$ cat src/sv/lir_pkg.sv
// ----------------------------------------------------------------------------
// Linear interpolation resampler package
// Shared types and fixed constants of the resampler: register indexes, reset
// values, result limit and the control bundle of the output stage.
// ----------------------------------------------------------------------------
package lir_pkg;

    // Register widths as fixed by the register map.
    localparam int STEP_W  = 21;
    localparam int SCALE_W = 20;
    localparam int CHAN_W  = 3;

    // Register indexes (word address bits [3:2]).
    localparam logic [1:0] REG_SOURCE_STEP   = 2'd0;
    localparam logic [1:0] REG_LENGTH_SCALE  = 2'd1;
    localparam logic [1:0] REG_CHANNEL_COUNT = 2'd2;
    localparam logic [1:0] REG_BYPASS        = 2'd3;

    localparam logic [STEP_W-1:0]  STEP_RST  = 21'd65536;
    localparam logic [SCALE_W-1:0] SCALE_RST = 20'd65536;
    localparam logic [CHAN_W-1:0]  CHAN_RST  = 3'd2;

    // At most this many results leave for one input item.
    localparam int MAX_RESULTS = 20;
    localparam int CNT_W       = 5;

    // Phase fraction width beyond the frame count, and output counter width.
    localparam int FRAC_W = 16;
    localparam int SENT_W = 24;

    typedef struct packed {
        logic load;
        logic last;
    } t_emit_ctl;

endpackage

$ cat src/sv/lir_lane.sv
// ----------------------------------------------------------------------------
// Resampler channel lane
// Blends one channel between the previous and current frame with a 16-bit
// fractional weight, rounding halves up: prev + (cur - prev) * w.
// ----------------------------------------------------------------------------
module lir_lane #(
    parameter int SAMPLE_BITS = 16
) (
    input  logic signed [SAMPLE_BITS-1:0] i_prev,
    input  logic signed [SAMPLE_BITS-1:0] i_cur,
    input  logic        [15:0]            i_weight,
    output logic signed [SAMPLE_BITS-1:0] o_sample
);
    import lir_pkg::*;

    localparam int DW = SAMPLE_BITS + 1;
    localparam int PW = SAMPLE_BITS + 18;
    localparam int SW = SAMPLE_BITS + 19;

    logic signed [DW-1:0] diff;
    logic signed [PW-1:0] prod;
    logic signed [SW-1:0] sum;

    assign diff = DW'(i_cur) - DW'(i_prev);
    assign prod = PW'(diff) * PW'($signed({1'b0, i_weight}));
    // The blend always lands within the sample range, so the floor of the
    // shifted sum can be taken by a plain part-select.
    assign sum  = (SW'(i_prev) <<< FRAC_W) + SW'(prod) + SW'(32768);
    assign o_sample = sum[SAMPLE_BITS+FRAC_W-1:FRAC_W];

endmodule

$ cat src/sv/lir_merge.sv
// ----------------------------------------------------------------------------
// Resampler merge and output stage
// Gathers the lane results into one output item, clears unused channels and
// holds the item in an output register until the receiver takes it.
// ----------------------------------------------------------------------------
module lir_merge #(
    parameter int MAX_CHANNELS = 4,
    parameter int SAMPLE_BITS  = 16,
    parameter int TDATA_W      = 64
) (
    input  logic                                  i_clk,
    input  logic                                  i_rst_n,
    input  lir_pkg::t_emit_ctl                    i_ctl,
    input  logic [MAX_CHANNELS-1:0]               i_lane_en,
    input  logic [MAX_CHANNELS*SAMPLE_BITS-1:0]   i_lane_data,
    input  logic                                  i_ready,
    output logic                                  o_valid,
    output logic [TDATA_W-1:0]                    o_data,
    output logic                                  o_last,
    output logic                                  o_free
);
    import lir_pkg::*;

    localparam int DW = MAX_CHANNELS * SAMPLE_BITS;

    logic               r_valid;
    logic [TDATA_W-1:0] r_data;
    logic               r_last;
    logic [DW-1:0]      packed_data;

    always_comb begin
        for (int c = 0; c < MAX_CHANNELS; c++) begin
            packed_data[c*SAMPLE_BITS +: SAMPLE_BITS] =
                i_lane_en[c] ? i_lane_data[c*SAMPLE_BITS +: SAMPLE_BITS] : '0;
        end
    end

    assign o_free = !r_valid || i_ready;

    always_ff @(posedge i_clk) begin
        if (!i_rst_n) begin
            r_valid <= 1'b0;
        end else if (i_ctl.load) begin
            r_valid <= 1'b1;
        end else if (i_ready) begin
            r_valid <= 1'b0;
        end
    end

    always_ff @(posedge i_clk) begin
        if (i_ctl.load) begin
            r_data <= TDATA_W'(packed_data);
            r_last <= i_ctl.last;
        end
    end

    assign o_valid = r_valid;
    assign o_data  = r_data;
    assign o_last  = r_last;

endmodule

$ cat src/sv/linear_interp_resampler.sv
// ----------------------------------------------------------------------------
// Linear interpolation resampler
// Converts a stream of audio frames to another rate by linear interpolation.
// ----------------------------------------------------------------------------
// Usage:
// Frames enter on the s_axis channel, one item per frame, channel 0 in the
// lowest bits of tdata; tlast marks the final frame of a stream. Resampled
// frames leave on m_axis, tlast set on the final output frame of a stream.
// Registers on the APB port: source step, length scale, channel count and
// bypass, at byte addresses 0, 4, 8 and 12; change them only while idle.
// One item is worked on at a time. After an accepted frame the block emits
// one result per cycle from the output register while the receiver takes
// them; the first result passes the sequencer state and the output register
// (on a final frame the output count needs a multiply and a subtract first,
// in S_PROD and S_KCALC). A frame yields at most 20 results. The emit loop of the
// control sequencer sets this rate: all channel lanes blend in the same
// cycle. A stalled receiver holds the output register and the loop waits.
// Synchronous reset clears the stream state and loads the register defaults.
// ----------------------------------------------------------------------------
module linear_interp_resampler #(
    parameter int MAX_CHANNELS     = 4,
    parameter int SAMPLE_BITS      = 16,
    parameter int FRAME_COUNT_BITS = 20
) (
    input  logic                  i_clk,
    input  logic                  i_rst_n,
    // APB configuration port
    input  logic                  psel,
    input  logic                  penable,
    input  logic                  pwrite,
    input  logic [3:0]            paddr,
    input  logic [31:0]           pwdata,
    output logic [31:0]           prdata,
    output logic                  pready,
    // Input frames
    input  logic                  s_axis_tvalid,
    output logic                  s_axis_tready,
    // in_ch0 .. in_chN, SAMPLE_BITS each, lowest channel first; zero padding
    input  logic [((MAX_CHANNELS*SAMPLE_BITS+7)/8)*8-1:0] s_axis_tdata,
    input  logic                  s_axis_tlast,
    // Output frames
    output logic                  m_axis_tvalid,
    input  logic                  m_axis_tready,
    // out_ch0 .. out_chN, SAMPLE_BITS each, lowest channel first; zero padding
    output logic [((MAX_CHANNELS*SAMPLE_BITS+7)/8)*8-1:0] m_axis_tdata,
    output logic                  m_axis_tlast
);
    import lir_pkg::*;

    localparam int DW    = MAX_CHANNELS * SAMPLE_BITS;
    localparam int TDW   = ((DW + 7) / 8) * 8;
    localparam int FW    = FRAME_COUNT_BITS;
    localparam int PW    = FW + FRAC_W;
    localparam int PRODW = FW + 1 + SCALE_W;
    localparam int TOTW  = PRODW - 15;
    localparam int KW    = ((TOTW > SENT_W) ? TOTW : SENT_W) + 1;

    typedef enum logic [3:0] {
        S_IDLE  = 4'b0001,
        S_PROD  = 4'b0010,
        S_KCALC = 4'b0100,
        S_EMIT  = 4'b1000
    } t_state;

    // Configuration registers
    logic [STEP_W-1:0]  r_step;
    logic [SCALE_W-1:0] r_scale;
    logic [CHAN_W-1:0]  r_chan;
    logic               r_bypass;

    // Stream state
    t_state                       r_state, n_state;
    logic signed [SAMPLE_BITS-1:0] r_prev [MAX_CHANNELS];
    logic signed [SAMPLE_BITS-1:0] r_cur  [MAX_CHANNELS];
    logic [PW-1:0]                r_phase;
    logic [FW-1:0]                r_frames;
    logic [SENT_W-1:0]            r_sent;
    logic                         r_byp_item;
    logic                         r_last_item;
    logic                         r_last_in;
    logic [CNT_W-1:0]             r_cnt;
    logic [CNT_W-1:0]             r_k;
    logic [PRODW-1:0]             r_prod;

    logic                    in_acc;
    logic                    cfg_wr;
    logic                    m_free;
    logic                    want;
    logic                    last_flag;
    t_emit_ctl               emit_ctl;
    logic [PW-1:0]           limit;
    logic [PW:0]             phase_sum;
    logic [PW-1:0]           phase_next;
    logic [PRODW:0]          rnd;
    logic [TOTW-1:0]         total;
    logic [KW-1:0]           total_e;
    logic [KW-1:0]           kdiff;
    logic [MAX_CHANNELS-1:0] lane_en;
    logic [DW-1:0]           lane_y;

    // ---------------- configuration port ----------------
    assign pready = 1'b1;
    assign cfg_wr = psel && penable && pwrite && pready;

    always_ff @(posedge i_clk) begin
        if (!i_rst_n) begin
            r_step   <= STEP_RST;
            r_scale  <= SCALE_RST;
            r_chan   <= CHAN_RST;
            r_bypass <= 1'b0;
        end else if (cfg_wr) begin
            case (paddr[3:2])
                REG_SOURCE_STEP:   r_step   <= pwdata[STEP_W-1:0];
                REG_LENGTH_SCALE:  r_scale  <= pwdata[SCALE_W-1:0];
                REG_CHANNEL_COUNT: r_chan   <= pwdata[CHAN_W-1:0];
                REG_BYPASS:        r_bypass <= pwdata[0];
                default: ;
            endcase
        end
    end

    always_comb begin
        case (paddr[3:2])
            REG_SOURCE_STEP:   prdata = 32'(r_step);
            REG_LENGTH_SCALE:  prdata = 32'(r_scale);
            REG_CHANNEL_COUNT: prdata = 32'(r_chan);
            REG_BYPASS:        prdata = 32'(r_bypass);
            default:           prdata = '0;
        endcase
    end

    // ---------------- sequencer ----------------
    assign s_axis_tready = (r_state == S_IDLE);
    assign in_acc        = s_axis_tvalid && s_axis_tready;

    assign limit      = {r_frames, {FRAC_W{1'b0}}};
    assign phase_sum  = (PW+1)'(r_phase) + (PW+1)'(r_step);
    assign phase_next = phase_sum[PW] ? {PW{1'b1}} : phase_sum[PW-1:0];

    assign rnd     = (PRODW+1)'(r_prod) + (PRODW+1)'(32768);
    assign total   = rnd[PRODW:16];
    assign total_e = (total == '0) ? KW'(1) : KW'(total);
    assign kdiff   = (total_e > KW'(r_sent)) ? total_e - KW'(r_sent) : KW'(1);

    always_comb begin
        want      = 1'b0;
        last_flag = 1'b0;
        if (r_state == S_EMIT) begin
            if (r_byp_item) begin
                want      = 1'b1;
                last_flag = r_last_in;
            end else if (r_last_item) begin
                want      = 1'b1;
                last_flag = (CNT_W'(r_cnt + CNT_W'(1)) == r_k);
            end else begin
                want = (r_cnt < CNT_W'(MAX_RESULTS)) && (r_phase < limit);
            end
        end
    end

    assign emit_ctl.load = want && m_free;
    assign emit_ctl.last = last_flag;

    always_comb begin
        n_state = r_state;
        case (r_state)
            S_IDLE: begin
                if (in_acc) begin
                    if (r_bypass || !s_axis_tlast) n_state = S_EMIT;
                    else n_state = S_PROD;
                end
            end
            S_PROD:  n_state = S_KCALC;
            S_KCALC: n_state = S_EMIT;
            S_EMIT: begin
                if (r_byp_item || r_last_item) begin
                    if (emit_ctl.load && (r_byp_item || last_flag)) n_state = S_IDLE;
                end else if (!want) begin
                    n_state = S_IDLE;
                end
            end
            default: n_state = S_IDLE;
        endcase
    end

    always_ff @(posedge i_clk) begin
        if (!i_rst_n) begin
            r_state     <= S_IDLE;
            r_phase     <= '0;
            r_frames    <= '0;
            r_sent      <= '0;
            r_cnt       <= '0;
            r_byp_item  <= 1'b0;
            r_last_item <= 1'b0;
            for (int c = 0; c < MAX_CHANNELS; c++) r_prev[c] <= '0;
        end else begin
            r_state <= n_state;
            if (in_acc) begin
                r_byp_item  <= r_bypass;
                r_last_item <= s_axis_tlast && !r_bypass;
                r_cnt       <= '0;
                // The first frame of a stream is its own predecessor.
                if (!r_bypass && r_frames == '0) begin
                    for (int c = 0; c < MAX_CHANNELS; c++)
                        r_prev[c] <= s_axis_tdata[c*SAMPLE_BITS +: SAMPLE_BITS];
                end
            end
            if (r_state == S_EMIT && !r_byp_item) begin
                if (r_last_item) begin
                    if (emit_ctl.load) begin
                        if (last_flag) begin
                            r_phase  <= '0;
                            r_frames <= '0;
                            r_sent   <= '0;
                            for (int c = 0; c < MAX_CHANNELS; c++) r_prev[c] <= '0;
                        end else begin
                            r_phase <= phase_next;
                            r_sent  <= (r_sent == {SENT_W{1'b1}}) ? r_sent : r_sent + 1'b1;
                        end
                        r_cnt <= r_cnt + 1'b1;
                    end
                end else if (want) begin
                    if (emit_ctl.load) begin
                        r_phase <= phase_next;
                        r_sent  <= (r_sent == {SENT_W{1'b1}}) ? r_sent : r_sent + 1'b1;
                        r_cnt   <= r_cnt + 1'b1;
                    end
                end else begin
                    for (int c = 0; c < MAX_CHANNELS; c++) r_prev[c] <= r_cur[c];
                    if (r_frames != {FW{1'b1}}) r_frames <= r_frames + 1'b1;
                end
            end
        end
    end

    always_ff @(posedge i_clk) begin
        if (in_acc) begin
            r_last_in <= s_axis_tlast;
            for (int c = 0; c < MAX_CHANNELS; c++)
                r_cur[c] <= s_axis_tdata[c*SAMPLE_BITS +: SAMPLE_BITS];
        end
        if (r_state == S_PROD)
            r_prod <= PRODW'(({1'b0, r_frames} + (FW+1)'(1))) * PRODW'(r_scale);
        if (r_state == S_KCALC)
            r_k <= (kdiff > KW'(MAX_RESULTS)) ? CNT_W'(MAX_RESULTS) : kdiff[CNT_W-1:0];
    end

    // ---------------- channel lanes ----------------
    for (genvar c = 0; c < MAX_CHANNELS; c++) begin : g_lane
        logic signed [SAMPLE_BITS-1:0] a_in;
        logic signed [SAMPLE_BITS-1:0] y;

        // In bypass both ends of the blend are the current frame.
        assign a_in = r_byp_item ? r_cur[c] : r_prev[c];
        assign lane_en[c] = (c == 0) || (r_chan > CHAN_W'(c));

        lir_lane #(
            .SAMPLE_BITS(SAMPLE_BITS)
        ) u_lane (
            .i_prev  (a_in),
            .i_cur   (r_cur[c]),
            .i_weight(r_phase[FRAC_W-1:0]),
            .o_sample(y)
        );

        assign lane_y[c*SAMPLE_BITS +: SAMPLE_BITS] = y;
    end

    lir_merge #(
        .MAX_CHANNELS(MAX_CHANNELS),
        .SAMPLE_BITS (SAMPLE_BITS),
        .TDATA_W     (TDW)
    ) u_merge (
        .i_clk      (i_clk),
        .i_rst_n    (i_rst_n),
        .i_ctl      (emit_ctl),
        .i_lane_en  (lane_en),
        .i_lane_data(lane_y),
        .i_ready    (m_axis_tready),
        .o_valid    (m_axis_tvalid),
        .o_data     (m_axis_tdata),
        .o_last     (m_axis_tlast),
        .o_free     (m_free)
    );

`ifndef SYNTHESIS
    // A result is never loaded over one the receiver has not taken.
    a_no_overwrite: assert property (@(posedge i_clk) disable iff (!i_rst_n)
        emit_ctl.load |-> (!m_axis_tvalid || m_axis_tready))
        else $error("output register overwritten");

    // The flagged result of a final frame restarts the stream.
    a_stream_restart: assert property (@(posedge i_clk) disable iff (!i_rst_n)
        (emit_ctl.load && emit_ctl.last && r_last_item && r_state == S_EMIT)
        |=> (r_frames == '0 && r_phase == '0 && r_sent == '0))
        else $error("stream state not cleared after final output");

    // A bypassed item leaves the stream state alone.
    a_bypass_keeps_state: assert property (@(posedge i_clk) disable iff (!i_rst_n)
        (r_state == S_EMIT && r_byp_item)
        |=> ($stable(r_frames) && $stable(r_phase) && $stable(r_sent)))
        else $error("bypass item changed stream state");
`endif

endmodule
$ cat config.mk
export PLATFORM = sky130hd
export DESIGN_NAME = linear_interp_resampler
export DESIGN_NICKNAME = d
export VERILOG_FILES = /design/src/sv/lir_pkg.sv /design/src/sv/lir_lane.sv /design/src/sv/lir_merge.sv /design/src/sv/linear_interp_resampler.sv
export SDC_FILE = /design/constraint.sdc
export NUM_CORES = 2
export LEC_CHECK = 0
export ABC_CLOCK_PERIOD_IN_PS = 17200
export BUFFER_PORTS_ARGS = -buffer_cell sky130_fd_sc_hd__buf_2
export CAP_MARGIN = 40
export CORE_ASPECT_RATIO = 0.9
export CORE_MARGIN = 2
export CORE_UTILIZATION = 35
export CTS_CLUSTER_DIAMETER = 150
export DETAILED_ROUTE_END_ITERATION = 10
export PLACE_DENSITY = 0.49
export RECOVER_POWER = 50
export SLEW_MARGIN = 20
export SYNTH_ARGS = -nofsm -noshare
export SYNTH_HDL_FRONTEND = slang
export SYNTH_HIERARCHICAL = 1
export SYNTH_SLANG_ARGS = --single-unit
$ cat constraint.sdc
create_clock -name i_clk -period 17.2 [get_ports i_clk]
set_clock_uncertainty 0.2 [all_clocks]
set_input_delay 4.3 -clock i_clk [delete_from_list [all_inputs] [get_ports i_clk]]
set_output_delay 4.3 -clock i_clk [all_outputs]
set_load 0.02 [all_outputs]
==> summary.md <==
| Metric | Value |
|---|---|
| Critical path data required time | `~17 ns` |
| Library cells used by synthesis | `around 110` |
| GRT met1 Usage | `0.283` |
| Logic pwr share | `0.358` |
| Fillers | `around 23000` |
| Most used routing layer in global routing | `met2` |
| P_leak | `~43 nW` |
| Antenna violations before repair | `20` |
| Clock Latency Late Sink | `roughly 0.7 ns` |
| Fmax | `77.1 MHz` |
| Critical path buffer and inverter count | `5` |
| #FFs+latches synth | `approximately 360` |
| Place WS | `6.31 ns` |
| Post-DR vias/cell | `between 4 and 5` |
| Mapped cell area | `79200 um^2` |
| CP arrival | `roughly 13 ns` |
| Die width | `506 um` |
| Clk pwr share | `0.340` |
| Design internal power | `0.00196 W` |
| Final Hold Fails | `0` |
| Most numerous cell in the Yosys netlist | `inv_1` |
| Core box area | `approximately 220000 um^2` |
| Total CTS buffers | `between 50 and 60` |
| Post-route ant nets | `0` |
| Detailed Route WL | `~230 mm` |
| Register area share after synthesis | `0.120` |
| Pre-antenna DRT Iters | `7` |
| Global Route Usage Sum | `0.206` |
| Worst Hold End | `r_phase[17]` |
| R2R depth | `29` |
| Crit-path leading delay family | `adder cells` |
| Clock root cell | `clkbuf_16` |
| R2r startpoint | `r_byp_item` |
| Die height | `approximately 460 um` |
| Ys flop type | `edfxtp_1` |
| Die area | `between 200000 and 250000 um^2` |
| First-pass GRT wire length | `367 mm` |
| P&R area growth vs syn | `8.53%` |
| Max-cap violation count | `9` |
| Placer Congestion | `0.937` |
| Total number of vias | `~58000` |
| Setup Buffers After CTS | `0` |
| Starting Density | `0.352` |
| Max Buffers Root-to-Sink | `3` |
| Grt met2 use | `0.341` |
| TNS Setup | `0 ns` |
| Period utilization | `0.754` |
| CTS tree | `yes` |
| Max rail drop VDD | `between 0.07 and 0.08 mV` |
| Max-slew headroom | `-1.23` |
| Max FO, Critical Path | `40` |
| Worst-margin pin slew | `3.35 ns` |
| Number of flops mapped to enable cells by yosys | `~230` |
| Share of the synthesized area in the top cell type | `0.372` |
| Critical path's largest stage delay | `2.12 ns` |
| Worst Hold Launch | `r_phase[17]` |
| Post-Syn Instances | `between 8000 and 9000` |
| Power Dens Cells | `about 38 nW/um^2` |
| Worst setup margin | `around 4.2 ns` |
| Detailed Route Iter0 Violations | `3418` |
| Top cell by count, worst path | `fa_1` |
| Mean Syn Cell Area | `just over 9 um^2` |
| Net Switching | `0.00132 W` |
| Worst hold path depth | `2` |
| Setup violators final | `0` |
| Drc violations | `0` |
| Worst-path clk slew | `around 0.06 ns` |
| Violated checks | `capacitance limit, slew limit` |
| CP Launch Type | `register` |
| CP max stage cell | `clkbuf_1` |
| PortBufs | `approximately 180` |
| Post-cts sizing count | `0` |
| Switch share | `0.403` |
| H-tree Lvls | `2` |
| Post-DP HPWL | `approximately 180 mm` |
| Number of warnings issued by yosys | `6` |
| Reg2Reg Setup Slack | `approximately 4.2 ns` |
| Reg2reg end | `u_merge/o_data[31]` |
| Drt wl/cell | `between 15 and 20 um` |
| Hold Buf Count CTS | `0` |
| Largest net degree at the start of global routing | `63` |
| Flop pwr share | `0.302` |
| Met3 Use GR | `0.0231` |
| Critical path capture point type | `register` |
| # rows | `165` |
| Period minus WS final | `~13 ns` |
| Layout cells sized above 1 | `0.0672` |
| Top post-synthesis cells by area | `fa_1 (37%), ha_1 (11%), inv_1 (9.6%), edfxtp_1 (8.5%), and2_1 (5.5%)` |
| I/O pin count | `approximately 210` |
| # clock sinks | `362` |
| GRT Residual Overflow | `0` |
| Final Max Slew Viols | `around 320` |
| Commonest cells post-synth | `inv_1 (2032), fa_1 (1473), nand2_1 (766)` |
| RSZ-0062 raised after global routing | `no` |
| Synth area leader | `fa_1` |
| Fin nets | `between 10000 and 15000` |
| Synth async-reset ratio | `0` |
| Status | `finished with violations` |
| Worst hold path type | `register to register` |
| Vias in the first global route | `61100` |
| Setup CP Type | `register to register` |
area by class of cell:
class	instances	area [um^2]	area share
sequential	362	9520	0.111
multi-input combinational	5879	61000	0.709
clock buffer	60	1360	0.0158
tap	3006	3760	0.0437
clock inverter	35	379	0.00441
timing repair buffer	355	2330	0.0271
antenna	17	42.5	0.000495
inverter	2033	7630	0.0887
how the worst max path moves through the flow:
| stage | start | to | slack [ns] | depth (start not counted) |
|---|---|---|---|---|
| 2_1_floorplan | paddr[2] | prdata[1] | 7.06 | 4 |
| 3_3_place_gp | r_byp_item | u_merge/o_data[63] | 6.07 | 31 |
| 3_5_place_dp | r_byp_item | u_merge/o_data[63] | 6.31 | 30 |
| 4_1_cts | r_byp_item | u_merge/o_data[63] | 6.25 | 30 |
| 5_1_grt | r_byp_item | u_merge/o_data[31] | 3.37 | 29 |
| 6_report | r_byp_item | u_merge/o_data[31] | 4.23 | 29 |
layout by cell type, fill, tap and decap left out, types with 16 or more instances in the layout:
cell / Yosys / routed
a211oi_1: 28 / 28
a21o_1: 57 / 57
a21oi_1: 220 / 215
a22o_1: 76 / 76
a31oi_1: 45 / 46
and2_1: 691 / 690
and2_2: 44 / 45
and3_1: 88 / 88
buf_2: 21 / 78
buf_4: 20 / 119
clkbuf_1: 280 / 125
clkbuf_16: 0 / 53
conb_1: 2 / 19
dfxtp_1: 137 / 121
diode_2: 0 / 17
edfxtp_1: 225 / 225
fa_1: 1473 / 1473
ha_1: 666 / 666
inv_1: 2032 / 2031
mux2_2: 68 / 68
mux2i_1: 30 / 30
nand2_1: 766 / 766
nand2b_1: 68 / 69
nand3_1: 117 / 117
nand4_1: 33 / 33
nor2_1: 247 / 242
nor2b_1: 128 / 128
nor3_1: 102 / 99
nor3b_1: 26 / 26
nor3b_2: 21 / 21
nor4_1: 23 / 23
o21a_1: 47 / 47
o21ai_0: 132 / 132
o21bai_1: 16 / 16
o31a_1: 19 / 19
or3_1: 34 / 34
xnor2_1: 245 / 222
xnor2_2: 0 / 19
xor2_1: 78 / 75
kinds of logic (layout without fill, tap and decap cells):
kind of cell	count (synthesis)	in the layout	synth area share
compound gates	809	809	0.0696
xor+xnor	332	332	0.0381
fa+ha+maj	2139	2139	0.477
buf+inv	2377	2483	0.115
flops	362	362	0.120
mux	99	99	0.0137
other cells	2	36	0.0000948
simple gates	2481	2481	0.166
worst reg2reg max path, delay by kind of cell, from the launching register on:
family / cells / cell delay (ns)
mux: 1 / 0.64
buf+inv: 5 / 2.37
flops: 1 / 1.36
compound gates: 9 / 2.65
fa+ha+maj: 7 / 3.46
xor+xnor: 3 / 1.19
simple gates: 4 / 0.85
routing by layer:
metal,up-vias,part of all wire
met5,-,0
met4,0,0.032
met3,242,0.042
met2,1171,0.47
met1,29700,0.45
li1,26600,-
power groups by stage:
stage	clock network [W]	registers (W)	logic [W]
final	0.00112	0.000992	0.00118
after CTS	0.00116	0.000990	0.00117
after global routing	0.00119	0.000996	0.00126
after global placement	0	0.00101	0.00113
after detailed placement	0	0.00101	0.00117
after floorplan	0	0.00100	0.000644
registers in the layout, summed over array words and instances (netlist names):
signal and flops:
r_state 4, r_last_item 1, r_prev 64, r_last_in 1, r_sent 24, u_merge/o_valid 1, r_step 21, r_phase 36
r_chan 3, u_merge/o_data 64, r_k 5, r_cur 64, r_frames 20, r_byp_item 1, r_scale 20, r_bypass 1
u_merge/o_last 1, r_prod 26, r_cnt 5
stage by stage:
stage / instance area, um^2 / instances / hold slack (ns) / util / total power, W
global placement: 83700 / 11600 / 0.261 / 0.372 / 0.00213
detailed placement: 84300 / 11600 / 0.271 / 0.375 / 0.00218
floorplan: 79300 / 8618 / 0.235 / - / 0.00164
CTS: 86000 / 11700 / 0.278 / 0.383 / 0.00332
global route: 86000 / 11700 / 0.286 / 0.382 / 0.00345
finish: 86000 / 11700 / 0.273 / 0.383 / 0.00328
Power figures use the tool's default switching activity.
